**src/rtl/tli_pkg.sv**
```systemverilog
// shared types and constants for the table linear interpolator
// no dependencies; used by every other file of the block
package tli_pkg;

    localparam int TableDepth = 1024;
    localparam int AddrW      = $clog2(TableDepth);
    localparam int CountW     = 11;

    // read address select codes
    localparam logic [2:0] RD_ZERO = 3'd0;
    localparam logic [2:0] RD_LAST = 3'd1;
    localparam logic [2:0] RD_ONE  = 3'd2;
    localparam logic [2:0] RD_NEXT = 3'd3;
    localparam logic [2:0] RD_LO   = 3'd4;
    localparam logic [2:0] RD_HI   = 3'd5;

    // region codes
    localparam logic [1:0] REG_BELOW  = 2'd0;
    localparam logic [1:0] REG_INSIDE = 2'd1;
    localparam logic [1:0] REG_ABOVE  = 2'd2;

    localparam logic OP_WRITE = 1'b0;
    localparam logic OP_QUERY = 1'b1;

    typedef struct packed {
        logic       wr_en;
        logic       capture;
        logic       rd_en;
        logic [2:0] rd_sel;
        logic       set_below;
        logic       set_above;
        logic       scan_start;
        logic       scan_step;
        logic       scan_done;
        logic       latch_lo;
        logic       latch_hi;
        logic       part_prep;
        logic       part_sel;
        logic       mul_step;
        logic       div_step;
        logic       part_fin;
        logic       out_load;
    } cmd_t;

    typedef struct packed {
        logic below;
        logic above;
        logic scan_stop;
        logic dk_zero;
    } sts_t;

endpackage

```
**src/rtl/tli_ctrl.sv**
```systemverilog
// controller state machine: handshakes, scan sequencing and step counts
// for the serial multiply and divide; depends on tli_pkg
module tli_ctrl (
    input  logic          clk,
    input  logic          rst_n,
    input  logic          in_valid,
    input  logic          in_opcode,
    output logic          in_ready,
    output logic          out_valid,
    input  logic          out_ready,
    output tli_pkg::cmd_t cmd,
    input  tli_pkg::sts_t sts
);

    localparam logic [3:0] S_IDLE  = 4'd0;
    localparam logic [3:0] S_CHK0  = 4'd1;
    localparam logic [3:0] S_CHKL  = 4'd2;
    localparam logic [3:0] S_SCAN  = 4'd3;
    localparam logic [3:0] S_FLO   = 4'd4;
    localparam logic [3:0] S_FHI   = 4'd5;
    localparam logic [3:0] S_FCAP  = 4'd6;
    localparam logic [3:0] S_PREP  = 4'd7;
    localparam logic [3:0] S_MUL   = 4'd8;
    localparam logic [3:0] S_DIV   = 4'd9;
    localparam logic [3:0] S_FIN   = 4'd10;
    localparam logic [3:0] S_OUT   = 4'd11;

    logic [3:0] state_reg, state_next;
    logic [5:0] cnt_reg, cnt_next;
    logic part_reg, part_next;
    logic out_valid_reg, out_valid_next;
    logic in_fire;

    assign in_ready  = state_reg == S_IDLE;
    assign in_fire   = in_valid && in_ready;
    assign out_valid = out_valid_reg;

    // next state and command decode
    always_comb
    begin
        cmd            = '0;
        cmd.part_sel   = part_reg;
        state_next     = state_reg;
        cnt_next       = cnt_reg;
        part_next      = part_reg;
        out_valid_next = out_valid_reg && !out_ready;
        unique case (state_reg)
            S_IDLE:
            begin
                cmd.rd_en  = 1'b1;
                cmd.rd_sel = tli_pkg::RD_ZERO;
                if (in_fire)
                begin
                    if (in_opcode == tli_pkg::OP_WRITE)
                        cmd.wr_en = 1'b1;
                    else
                    begin
                        cmd.capture = 1'b1;
                        state_next  = S_CHK0;
                    end
                end
            end
            S_CHK0:
            begin
                if (sts.below)
                begin
                    cmd.set_below = 1'b1;
                    state_next    = S_FLO;
                end
                else
                begin
                    cmd.rd_en  = 1'b1;
                    cmd.rd_sel = tli_pkg::RD_LAST;
                    state_next = S_CHKL;
                end
            end
            S_CHKL:
            begin
                if (sts.above)
                begin
                    cmd.set_above = 1'b1;
                    state_next    = S_FLO;
                end
                else
                begin
                    cmd.scan_start = 1'b1;
                    cmd.rd_en      = 1'b1;
                    cmd.rd_sel     = tli_pkg::RD_ONE;
                    state_next     = S_SCAN;
                end
            end
            S_SCAN:
            begin
                if (sts.scan_stop)
                begin
                    cmd.scan_done = 1'b1;
                    state_next    = S_FLO;
                end
                else
                begin
                    cmd.scan_step = 1'b1;
                    cmd.rd_en     = 1'b1;
                    cmd.rd_sel    = tli_pkg::RD_NEXT;
                end
            end
            S_FLO:
            begin
                cmd.rd_en  = 1'b1;
                cmd.rd_sel = tli_pkg::RD_LO;
                state_next = S_FHI;
            end
            S_FHI:
            begin
                cmd.latch_lo = 1'b1;
                cmd.rd_en    = 1'b1;
                cmd.rd_sel   = tli_pkg::RD_HI;
                state_next   = S_FCAP;
            end
            S_FCAP:
            begin
                cmd.latch_hi = 1'b1;
                part_next    = 1'b0;
                state_next   = S_PREP;
            end
            S_PREP:
            begin
                cmd.part_prep = 1'b1;
                cnt_next      = '0;
                state_next    = sts.dk_zero ? S_FIN : S_MUL;
            end
            S_MUL:
            begin
                cmd.mul_step = 1'b1;
                cnt_next     = cnt_reg + 6'd1;
                if (cnt_reg == 6'd31)
                begin
                    cnt_next   = '0;
                    state_next = S_DIV;
                end
            end
            S_DIV:
            begin
                cmd.div_step = 1'b1;
                cnt_next     = cnt_reg + 6'd1;
                if (cnt_reg == 6'd63)
                    state_next = S_FIN;
            end
            S_FIN:
            begin
                cmd.part_fin = 1'b1;
                if (part_reg)
                    state_next = S_OUT;
                else
                begin
                    part_next  = 1'b1;
                    state_next = S_PREP;
                end
            end
            S_OUT:
            begin
                // hold until the output register is free
                if (!out_valid_reg || out_ready)
                begin
                    cmd.out_load   = 1'b1;
                    out_valid_next = 1'b1;
                    state_next     = S_IDLE;
                end
            end
            default:
            begin
                state_next = S_IDLE;
            end
        endcase
    end

    // control registers
    always_ff @(posedge clk or negedge rst_n)
    begin
        if (!rst_n)
        begin
            state_reg     <= S_IDLE;
            cnt_reg       <= '0;
            part_reg      <= 1'b0;
            out_valid_reg <= 1'b0;
        end
        else
        begin
            state_reg     <= state_next;
            cnt_reg       <= cnt_next;
            part_reg      <= part_next;
            out_valid_reg <= out_valid_next;
        end
    end

endmodule

```
**config.mk**
```make
export PLATFORM = sky130hd
export DESIGN_NAME = tli_ctrl
export DESIGN_NICKNAME = d
export VERILOG_FILES = /design/src/rtl/tli_pkg.sv /design/src/rtl/tli_ctrl.sv
export SDC_FILE = /design/constraint.sdc
export NUM_CORES = 1
export LEC_CHECK = 0
export BUFFER_PORTS_ARGS = -buffer_cell sky130_fd_sc_hd__buf_2
export CAP_MARGIN = 20
export CORE_MARGIN = 3
export CORE_UTILIZATION = 53
export CTS_CLUSTER_DIAMETER = 30
export DETAILED_ROUTE_END_ITERATION = 10
export PLACE_DENSITY_LB_ADDON = 0.1
export SLEW_MARGIN = 20
export SYNTH_ARGS = -nofsm -noshare
export SYNTH_HDL_FRONTEND = slang
export SYNTH_SLANG_ARGS = --single-unit
export TNS_END_PERCENT = 30
```
**constraint.sdc**
```tcl
create_clock -name clk -period 2 [get_ports clk]
set_input_delay 0.2 -clock clk [delete_from_list [all_inputs] [get_ports clk]]
set_output_delay 0.2 -clock clk [all_outputs]
set_load 0.01 [all_outputs]
```
==> results_dict.tcl, run 1 <==
set metrics [dict create \
    viasPerCell 6.15 \
    finalInstanceArea_sq_um 1120 \
    postCtsSetupBuffers 0 \
    top_usage_layer "met2" \
    cp.depth 4 \
    coreArea_sq_um 1580 \
    die_x_microns 47.9 \
    critPathArrivalTime_ns 1.67 \
    gp_congestion 0.925 \
    fp-row-count 14 \
    clockBufferDepth 2 \
    place_area_sq_um 1070 \
    ant_nets 0 \
    place_inst 157 \
    largest_reg_flops 6 \
    hold_class "primary input to async pin" \
    cts_tree "yes" \
    cts_num_sinks 12 \
    nets 157 \
    pre_cts_slack_ns 0.309 \
    synthArstFlopShare_pct 100 \
    grt_pass1_wl_mm 3.49 \
    syn_to_final_growth_pct 19.9 \
    io_buffer_count 29 \
    setup_viol 0 \
    nFillCells 123 \
    end_kind "primary output" \
    fin_tns_setup_ns 0 \
    fin_worst_skew_ns 0.00587 \
    worst_slack_ns 0.131 \
    drc 0 \
    use_met1_pct 31.1 \
    wl_per_cell_microns 14.0 \
    start_kind "flip-flop" \
    dp_hpwl_mm 1.76 \
    vias 996 \
    path_max_fanout 16 \
    max_stage_delay_ns 0.52 \
    synth-seq-cells 12 \
    p_per_area_nw_per_um2 1450 \
    die_area_sq_um 2300 \
    drt_iter0_markers 37 \
    p_leak_nw 0.554 \
    gr-usage-all-layers_pct 21.8 \
    grt_antenna_before_repair 0 \
    grt_pass1_vias 785 \
    required_ns 1.80 \
    avgSynthCellArea_sq_um 7.90 \
    drive_above_1_share_pct 28.8 \
    total_power_mw 1.62 \
    initial_core_util_pct 59.1 \
    critPathBufInv 1 \
    cts-root-buf "clkbuf_4" \
    die_h_microns 47.9 \
    yosys_warnings 0 \
    cts_buffers 3 \
    cp_cell_sequence "nand2b_1 -> nor4_1 -> or2_1 -> buf_2" \
    synth_flop_cell "dfrtp_1" \
    fin_cells 162 \
    yosysSeqAreaShare_pct 32.2 \
    final_cell_mix "29 x buf_2, 14 x nand2_1, 11 x nor2_1, 10 x dfrtp_1" \
    rsz0062_at_grt "no" \
    drtPass1Iterations 4 \
    crit_family "simple AND/OR/NAND/NOR gates" \
    path_clk_slew_ns 0.08 \
    ys_types 40 \
    peakVddDrop_mv 1.08 \
    final_common_cell "buf_2" \
    critPathSlowestCell "dfrtp_2" \
    use_met2_pct 33.0 \
    boundaryPins 30 \
    finalCritPeriodShare_pct 93.5 \
    routed_wirelength_mm 2.27 \
    hold_violations 0 \
    synth_edf_count 0 \
    r2r_cells 4 \
    grt-ovfl-total 0 \
    htreeDepth 1 \
    worstMarginPinSlew_ns 0.499 \
    num_antenna_cells 0 \
    synthesis.nets 128 \
    maxCapViolCount 0 \
    max_slew_margin_pct 66.7 \
    syn_area_sq_um 932 \
    timing.fmax_mhz 535 \
    crit_type "flip-flop to primary output" \
    slew_violations 0 \
    grtUsageMet3_pct 5.64 \
    outcome "finished, final reports clean" \
    grt_max_degree 17 \
    syn_inst 118 \
    insertion_delay_ns 0.27 \
    finalCriticalPeriod_ns 1.87 \
]
## routing by layer
layer  vias up  wire length (microns)
met3         2                    215
met5         -                      0
met2        54                    991
met4         0                     14
met1       458                   1050
li1        482                      -
## cell type report
cell class | count | area, sq um | area share (%)
inverter | 5 | 18.8 | 1.68
multi-input combinational | 93 | 569 | 51.0
clock buffer | 4 | 36.3 | 3.25
tap | 16 | 20.0 | 1.79
timing repair buffer | 32 | 170 | 15.2
sequential | 12 | 303 | 27.1
## cell families (layout without fill, tap and decap cells)
group	after synthesis	count (layout)	share of synthesized area, %
adders and majority gates	1	1	1.34
AOI/OAI and AO/OA	33	33	23.4
DFF	12	12	32.2
muxes	3	3	3.36
buffers and inverters	13	41	6.71
xor gates and xnor gates	1	1	0.940
and+or+nand+nor	55	55	32.1
## synth_stat cells (2+ instances only)
library cell | count | area share, %
nand2b_1 | 7 | 4.7
nor4_1 | 2 | 1.3
buf_4 | 2 | 1.6
inv_1 | 4 | 1.6
nand4_1 | 2 | 1.3
a31oi_1 | 4 | 2.7
mux2i_1 | 2 | 2.1
buf_2 | 5 | 2.7
and3_1 | 5 | 3.4
nand3_1 | 5 | 2.7
o311ai_1 | 2 | 1.9
nor2_1 | 11 | 4.4
o21ai_1 | 4 | 2.1
dfrtp_1 | 12 | 32
a21oi_1 | 7 | 3.8
a311oi_1 | 2 | 1.9
nor2b_1 | 2 | 1.3
o21ai_0 | 5 | 2.7
nand2_1 | 14 | 5.6
## what timing repair did
action,in CTS,in global routing
gates resized for setup,0,2
hold buffers,1,0
setup endpoints to repair,0,6
hold endpoints to repair,12,0
## worst paths after layout
path | from | slack, ns | end
min in group clk | in_valid | 0.32 | state_reg[2]
max | state_reg[0] | 0.13 | cmd[14]
max reg2reg | state_reg[3] | 0.31 | cnt_reg[5]
min | rst_n | 0.32 | cnt_reg[1]
max in group asynchronous | rst_n | 1.44 | state_reg[1]
min reg2reg | cnt_reg[0] | 0.53 | cnt_reg[0]
## where the power goes
group | internal [mW] | total (mW) | switching, mW
logic | 0.401 | 0.914 | 0.513
registers | 0.321 | 0.521 | 0.200
clock network | 0.111 | 0.190 | 0.0790
total | 0.833 | 1.62 | 0.791
## metrics by stage
step                hold slack [ns]  utilization (%)
global placement             0.0913             67.8
CTS                           0.316             70.7
global route                  0.317             70.9
floorplan                   -0.0956                -
finish                        0.319             70.9
detailed placement           0.0942             67.8
Note: power is estimated with default switching activity, not from simulation.
==> run 2: changes to the inputs <==
- CORE_ASPECT_RATIO: not set -> 1.25
==> run 2 against run 1 <==
Effect of this change:
- core utilization down 1.1 points
- via count is the same
- sequential cell count stayed put
- total power up 0.41%
- non-clock buffer count up 2
- die area increased by 0.15%
- wire length rose by 3.7%
- first-iteration DRC count decreased by 27%
- clock power decreased by 21%
- critical path depth unchanged
- clock skew down 0.0056 ns
- worst setup slack got worse by 0.0086 ns
- critical endpoint is now cmd[13]
- largest cell class unchanged
- largest power group unchanged
==> results_dict.tcl, run 2 (synthesis results as in run 1) <==
set metrics [dict create \
    fp-row-count 16 \
    maxCapViolCount 0 \
    hold_class "primary input to flip-flop" \
    grt-ovfl-total 0 \
    sw_frac_of_total_pct 49.4 \
    path_clk_slew_ns 0.07 \
    gp_congestion 0.842 \
    drive_above_1_share_pct 28.6 \
    drtPass1Iterations 4 \
    finalCriticalPeriod_ns 1.88 \
    critPathArrivalTime_ns 1.68 \
    clockBufferDepth 2 \
    comb_power_share_pct 59.0 \
    die_x_microns 43.5 \
    boundaryPins 30 \
    p_int_mw 0.825 \
    die_area_sq_um 2300 \
    grt_pass1_vias 857 \
    initial_core_util_pct 57.5 \
    start_kind "flip-flop" \
    worst_slack_ns 0.122 \
    io_buffer_count 29 \
    vias 996 \
    gr-usage-all-layers_pct 22.1 \
    fin_tns_setup_ns 0 \
    drt_iter0_markers 27 \
    setup_viol 0 \
    rsz0062_at_grt "no" \
    slew_violations 0 \
    pre_cts_slack_ns 0.222 \
    grt_pass1_wl_mm 3.81 \
    routed_wirelength_mm 2.36 \
    cp_cell_sequence "mux2_2 -> mux2i_1 -> and3_1 -> buf_2" \
    critPathBufInv 1 \
    num_antenna_cells 0 \
    path_max_fanout 20 \
    required_ns 1.80 \
    p_leak_nw 0.559 \
    end_kind "primary output" \
    power_frac_seq_pct 31.8 \
    peakVddDrop_mv 0.735 \
    p_clk_share_pct 9.3 \
    final_common_cell "buf_2" \
    crit_family "flip-flops" \
    crit_type "flip-flop to primary output" \
    final_cell_mix "29 x buf_2, 14 x nand2_1, 11 x nor2_1, 11 x dfrtp_1" \
    wl_per_cell_microns 14.3 \
    nets 159 \
    cts_tree "yes" \
    ant_nets 0 \
    critPathSlowestCell "dfrtp_4" \
    insertion_delay_ns 0.28 \
    dp_hpwl_mm 1.77 \
    postCtsSetupBuffers 0 \
    p_sw_mw 0.806 \
    timing.fmax_mhz 533 \
    fin_worst_skew_ns 0.000248 \
    viasPerCell 6.04 \
    finalCritPeriodShare_pct 93.9 \
    htreeDepth 1 \
    max_stage_delay_ns 0.56 \
    die_h_microns 52.9 \
    cts_buffers 3 \
    worstMarginPinSlew_ns 0.553 \
    grt_antenna_before_repair 0 \
    grt_max_degree 21 \
    syn_to_final_growth_pct 21.3 \
    p_per_area_nw_per_um2 1440 \
    hold_violations 0 \
    cts-root-buf "clkbuf_4" \
    drc 0 \
    cts_num_sinks 12 \
    largest_reg_flops 6 \
    coreArea_sq_um 1620 \
    outcome "finished, final reports clean" \
    max_slew_margin_pct 63.1 \
]
==> run 2: changes by cell type in the layout (fill, tap and decap cells not counted) <==
| cell | before | now |
|---|---|---|
| dfrtp_4 | 0 | 1 |
| dfrtp_1 | 10 | 11 |
| dfrtp_2 | 2 | 0 |
| nor4_2 | 1 | 0 |
| nor4_4 | 0 | 1 |
| clkbuf_8 | 1 | 0 |
| buf_4 | 2 | 4 |
==> run 2: worst paths after layout <==
path | from | to | slack, ns | cells past startpoint
worst max-delay path | state_reg[1] | cmd[13] | 0.12 | 4
worst min-delay path | out_ready | out_valid | 0.30 | 3
worst max register to register | state_reg[2] | cnt_reg[5] | 0.31 | 4
worst min register to register | cnt_reg[1] | cnt_reg[1] | 0.52 | 2
max in group asynchronous | rst_n | state_reg[1] | 1.42 | 2
min in group asynchronous | rst_n | state_reg[2] | 0.34 | 2
==> run 2: routing by layer <==
layer,vias up,global-route usage [%],part of all wire [%]
met5,-,0,0
li1,488,-,-
met4,0,12.6,1.4
met2,39,36.7,48
met3,5,3.06,7.0
met1,464,27.1,44
==> run 2: worst register-to-register path, delay by kind of cell (launching register included) <==
family	cells	cell delay (ns)
simple gates	3	0.88
compound gates	1	0.17
flops	1	0.58
==> run 2: layout make-up <==
type,count,area [sq um]
timing repair buffer,34,185
inverter,5,18.8
fill,141,490
tap,18,22.5
clock buffer,3,22.5
multi-input combinational,93,578
sequential,12,304
==> run 2: what timing repair did <==
item	CTS	global route
resized for setup	1	2
hold buffers	1	0
hold endpoints to repair	12	0
gates cloned	0	0
endpoints found under the setup margin	2	2
==> run 2: power by group through the flow <==
stage / clock network [mW] / logic (mW) / registers (mW)
finish: 0.151 / 0.961 / 0.518
global route: 0.162 / 1.07 / 0.539
CTS: 0.151 / 0.949 / 0.497
detailed placement: 0 / 0.941 / 0.500
global placement: 0 / 0.922 / 0.497
floorplan: 0 / 0.761 / 0.397
==> run 2: through the flow <==
stage	hold slack [ns]	total power, mW	area, sq um	cells	utilization, %
detailed placement	0.0955	1.44	1090	161	67.0
finish	0.296	1.63	1130	165	69.8
global placement	0.0963	1.42	1090	161	67.0
CTS	0.300	1.60	1120	165	69.1
global route	0.343	1.78	1130	165	69.8
floorplan	-0.0956	1.16	932	118	-
==> run 3: changes to the inputs <==
- ABC_AREA: not set -> 1
- CORE_UTILIZATION: 53 -> 54
- PLACE_DENSITY: not set -> 0.92
- PLACE_DENSITY_LB_ADDON: 0.1 -> not set
- RECOVER_POWER: not set -> 50
==> run 3 against run 2 <==
Effect of this change:
- fmax increased by 7.8%
- cell count increased by 21%
- clock power increased by 31%
- synthesized cell count increased by 28%
- sequential share of layout area decreased by 1.3 points
- non-clock buffer count decreased by 4
- via count increased by 4.1%
- count of clock-buffer cells in the layout increased by 1
- global-route usage increased by 0.80 points
- critical endpoint is now cmd[16]
- largest cell class unchanged
- largest power group unchanged
- highest routed layer unchanged
==> results_dict.tcl, run 3 <==
set metrics [dict create \
    ys_types 21 \
    yosys_warnings 0 \
    sw_frac_of_total_pct 51.3 \
    syn_to_final_growth_pct 16.5 \
    synth_edf_count 0 \
    synth_top_area_share_pct 29.9 \
    fin_tns_setup_ns 0 \
    coreArea_sq_um 1660 \
    p_sw_mw 0.812 \
    gp_congestion 0.931 \
    viasPerCell 5.19 \
    die_area_sq_um 2420 \
    finalCritPeriodShare_pct 87.1 \
    synth-seq-cells 12 \
    final_cell_mix "41 x nand2_1, 26 x buf_2, 22 x inv_1, 21 x nor2_1, 13 x nand3_1" \
    cts_tree "yes" \
    dp_hpwl_mm 1.96 \
    grt_pass1_vias 1018 \
    maxCapViolCount 0 \
    clockBufferDepth 2 \
    drc 0 \
    synthTopCellsByCount "40 x nand2_1, 22 x inv_1, 19 x nor2_1, 13 x nand3_1, 12 x dfrtp_1" \
    cp_common_cell "nand2_1" \
    timing.fmax_mhz 574 \
    power_frac_seq_pct 26.9 \
    comb_power_share_pct 60.6 \
    largest_reg_flops 6 \
    setup_viol 0 \
    grt-ovfl-total 0 \
    crit_type "flip-flop to primary output" \
    wl_per_cell_microns 12.2 \
    p_per_area_nw_per_um2 1350 \
    io_buffer_count 29 \
    fp-row-count 16 \
    cts_num_sinks 12 \
    grt_antenna_before_repair 0 \
    final_common_cell "nand2_1" \
    drive_above_1_share_pct 30.2 \
    cp_cell_sequence "nand2_1 -> inv_2 -> nand3_2 -> nand2_1 -> nor2_1 -> nand3_1 -> buf_2" \
    htreeDepth 1 \
    r2r_cells 6 \
    worstMarginPinSlew_ns 0.676 \
    slew_violations 0 \
    avgSynthCellArea_sq_um 6.66 \
    syn_inst 151 \
    nets 193 \
    synth_flop_cell "dfrtp_1" \
    synthArstFlopShare_pct 100 \
    cts-root-buf "clkbuf_4" \
    critPathSlowestCell "dfrtp_1" \
    p_int_mw 0.771 \
    required_ns 1.80 \
    outcome "finished, final reports clean" \
    die_h_microns 54.3 \
    fin_hold_ws_ns 0.132 \
    cts_buffers 3 \
    vias 1037 \
    drt_iter0_markers 25 \
    start_kind "flip-flop" \
    critPathArrivalTime_ns 1.54 \
    syn_area_sq_um 1010 \
    die_x_microns 44.6 \
    rsz0062_at_grt "no" \
    fin_worst_skew_ns 0.00110 \
    num_antenna_cells 0 \
    hold_class "primary input to flip-flop" \
    gr-usage-all-layers_pct 22.9 \
    p_clk_share_pct 12.5 \
    p_leak_nw 0.716 \
    peakVddDrop_mv 0.877 \
    drtPass1Iterations 4 \
    yosysSeqAreaShare_pct 29.9 \
    pre_cts_slack_ns 0.491 \
    synth_top_area_cell "dfrtp_1" \
    worst_slack_ns 0.257 \
    max_stage_delay_ns 0.55 \
    hold_depth 2 \
    synth.most_common_cell "nand2_1" \
    end_kind "primary output" \
    path_max_fanout 8 \
    finalCriticalPeriod_ns 1.74 \
    ant_nets 0 \
    routed_wirelength_mm 2.44 \
    synthTopCellsByArea "dfrtp_1 30%, nand2_1 15%, inv_1 8.2%, nor2_4 7.8%, nor2_1 7.1%" \
    grt_pass1_wl_mm 4.14 \
    postCtsSetupBuffers 0 \
    boundaryPins 30 \
    hold_violations 0 \
    max_slew_margin_pct 54.9 \
    synthesis.nets 161 \
    path_clk_slew_ns 0.08 \
    grt_max_degree 13 \
    insertion_delay_ns 0.28 \
    initial_core_util_pct 60.5 \
]
run 3: changes by cell type in the layout (fill, tap and decap cells not counted), sizes merged, moves of 4 or more:
cell	previous run	this run
a21oi	7	0
a31oi	4	0
inv	5	26
and3	5	0
clkbuf	3	7
nand2	14	47
buf	33	26
nand2b	7	0
nand3	5	15
nor2	11	33
run 3: final cells by class:
type	count	area, sq um
clock buffer	4	36.3
sequential	12	300
inverter	26	97.6
tap	18	22.5
fill	153	489
timing repair buffer	30	151
multi-input combinational	110	564
run 3: path summary, 6_finish.rpt:
kind / start / endpoint / slack (ns)
max: state_reg[1] / cmd[16] / 0.26
max reg2reg: state_reg[1] / state_reg[3] / 0.40
min reg2reg: cnt_reg[0] / cnt_reg[0] / 0.53
min in group asynchronous: rst_n / part_reg / 0.46
max in group asynchronous: rst_n / cnt_reg[3] / 1.11
min: out_ready / out_valid / 0.13
run 3: cells by family (layout without fill, tap and decap cells):
kind of cell               after synthesis  in the layout  share of synthesized area, %
buffers and inverters                   29             60                          12.3
AOI/OAI and AO/OA                        7              7                          3.86
adders and majority gates                1              1                          1.24
DFF                                     12             12                          29.9
and+or+nand+nor                         99             99                          50.1
xor gates and xnor gates                 3              3                          2.61
run 3: timing repair:
item,4_1_cts,5_1_grt
resized for setup,0,0
endpoints found under the hold margin,12,0
hold buffers,1,0
run 3: per-layer routing:
metal / up-vias / share of wire (%) / GRT usage [%] / routed length [microns]
met3: 8 / 6.2 / 1.32 / 151
met4: 0 / 2.4 / 12.6 / 58
met5: - / 0 / 0 / 0
met2: 49 / 52 / 43.3 / 1270
met1: 458 / 39 / 24.9 / 959
li1: 522 / - / - / -
run 3: power by group through the flow:
stage               sequential, mW  clock, mW  combinational [mW]
floorplan                    0.395          0               0.765
global placement             0.420          0               0.949
detailed placement           0.429          0               0.974
CTS                          0.425      0.202               0.980
global route                 0.434      0.208                1.07
finish                       0.425      0.198               0.960
run 3: worst max-delay path: cells and delay by family, from the launching register on:
family / cells / cell delay [ns]
buffers and inverters: 2 / 0.23
flip-flops: 1 / 0.55
AND/OR/NAND/NOR: 5 / 0.49
run 3: through the flow:
step / power, mW / instances / instance area, sq um / util [%]
floorplan: 1.16 / 151 / 1010 / -
global placement: 1.37 / 195 / 1150 / 69.1
detailed placement: 1.40 / 195 / 1150 / 69.1
CTS: 1.61 / 200 / 1190 / 71.8
global route: 1.71 / 200 / 1170 / 70.6
finish: 1.58 / 200 / 1170 / 70.6
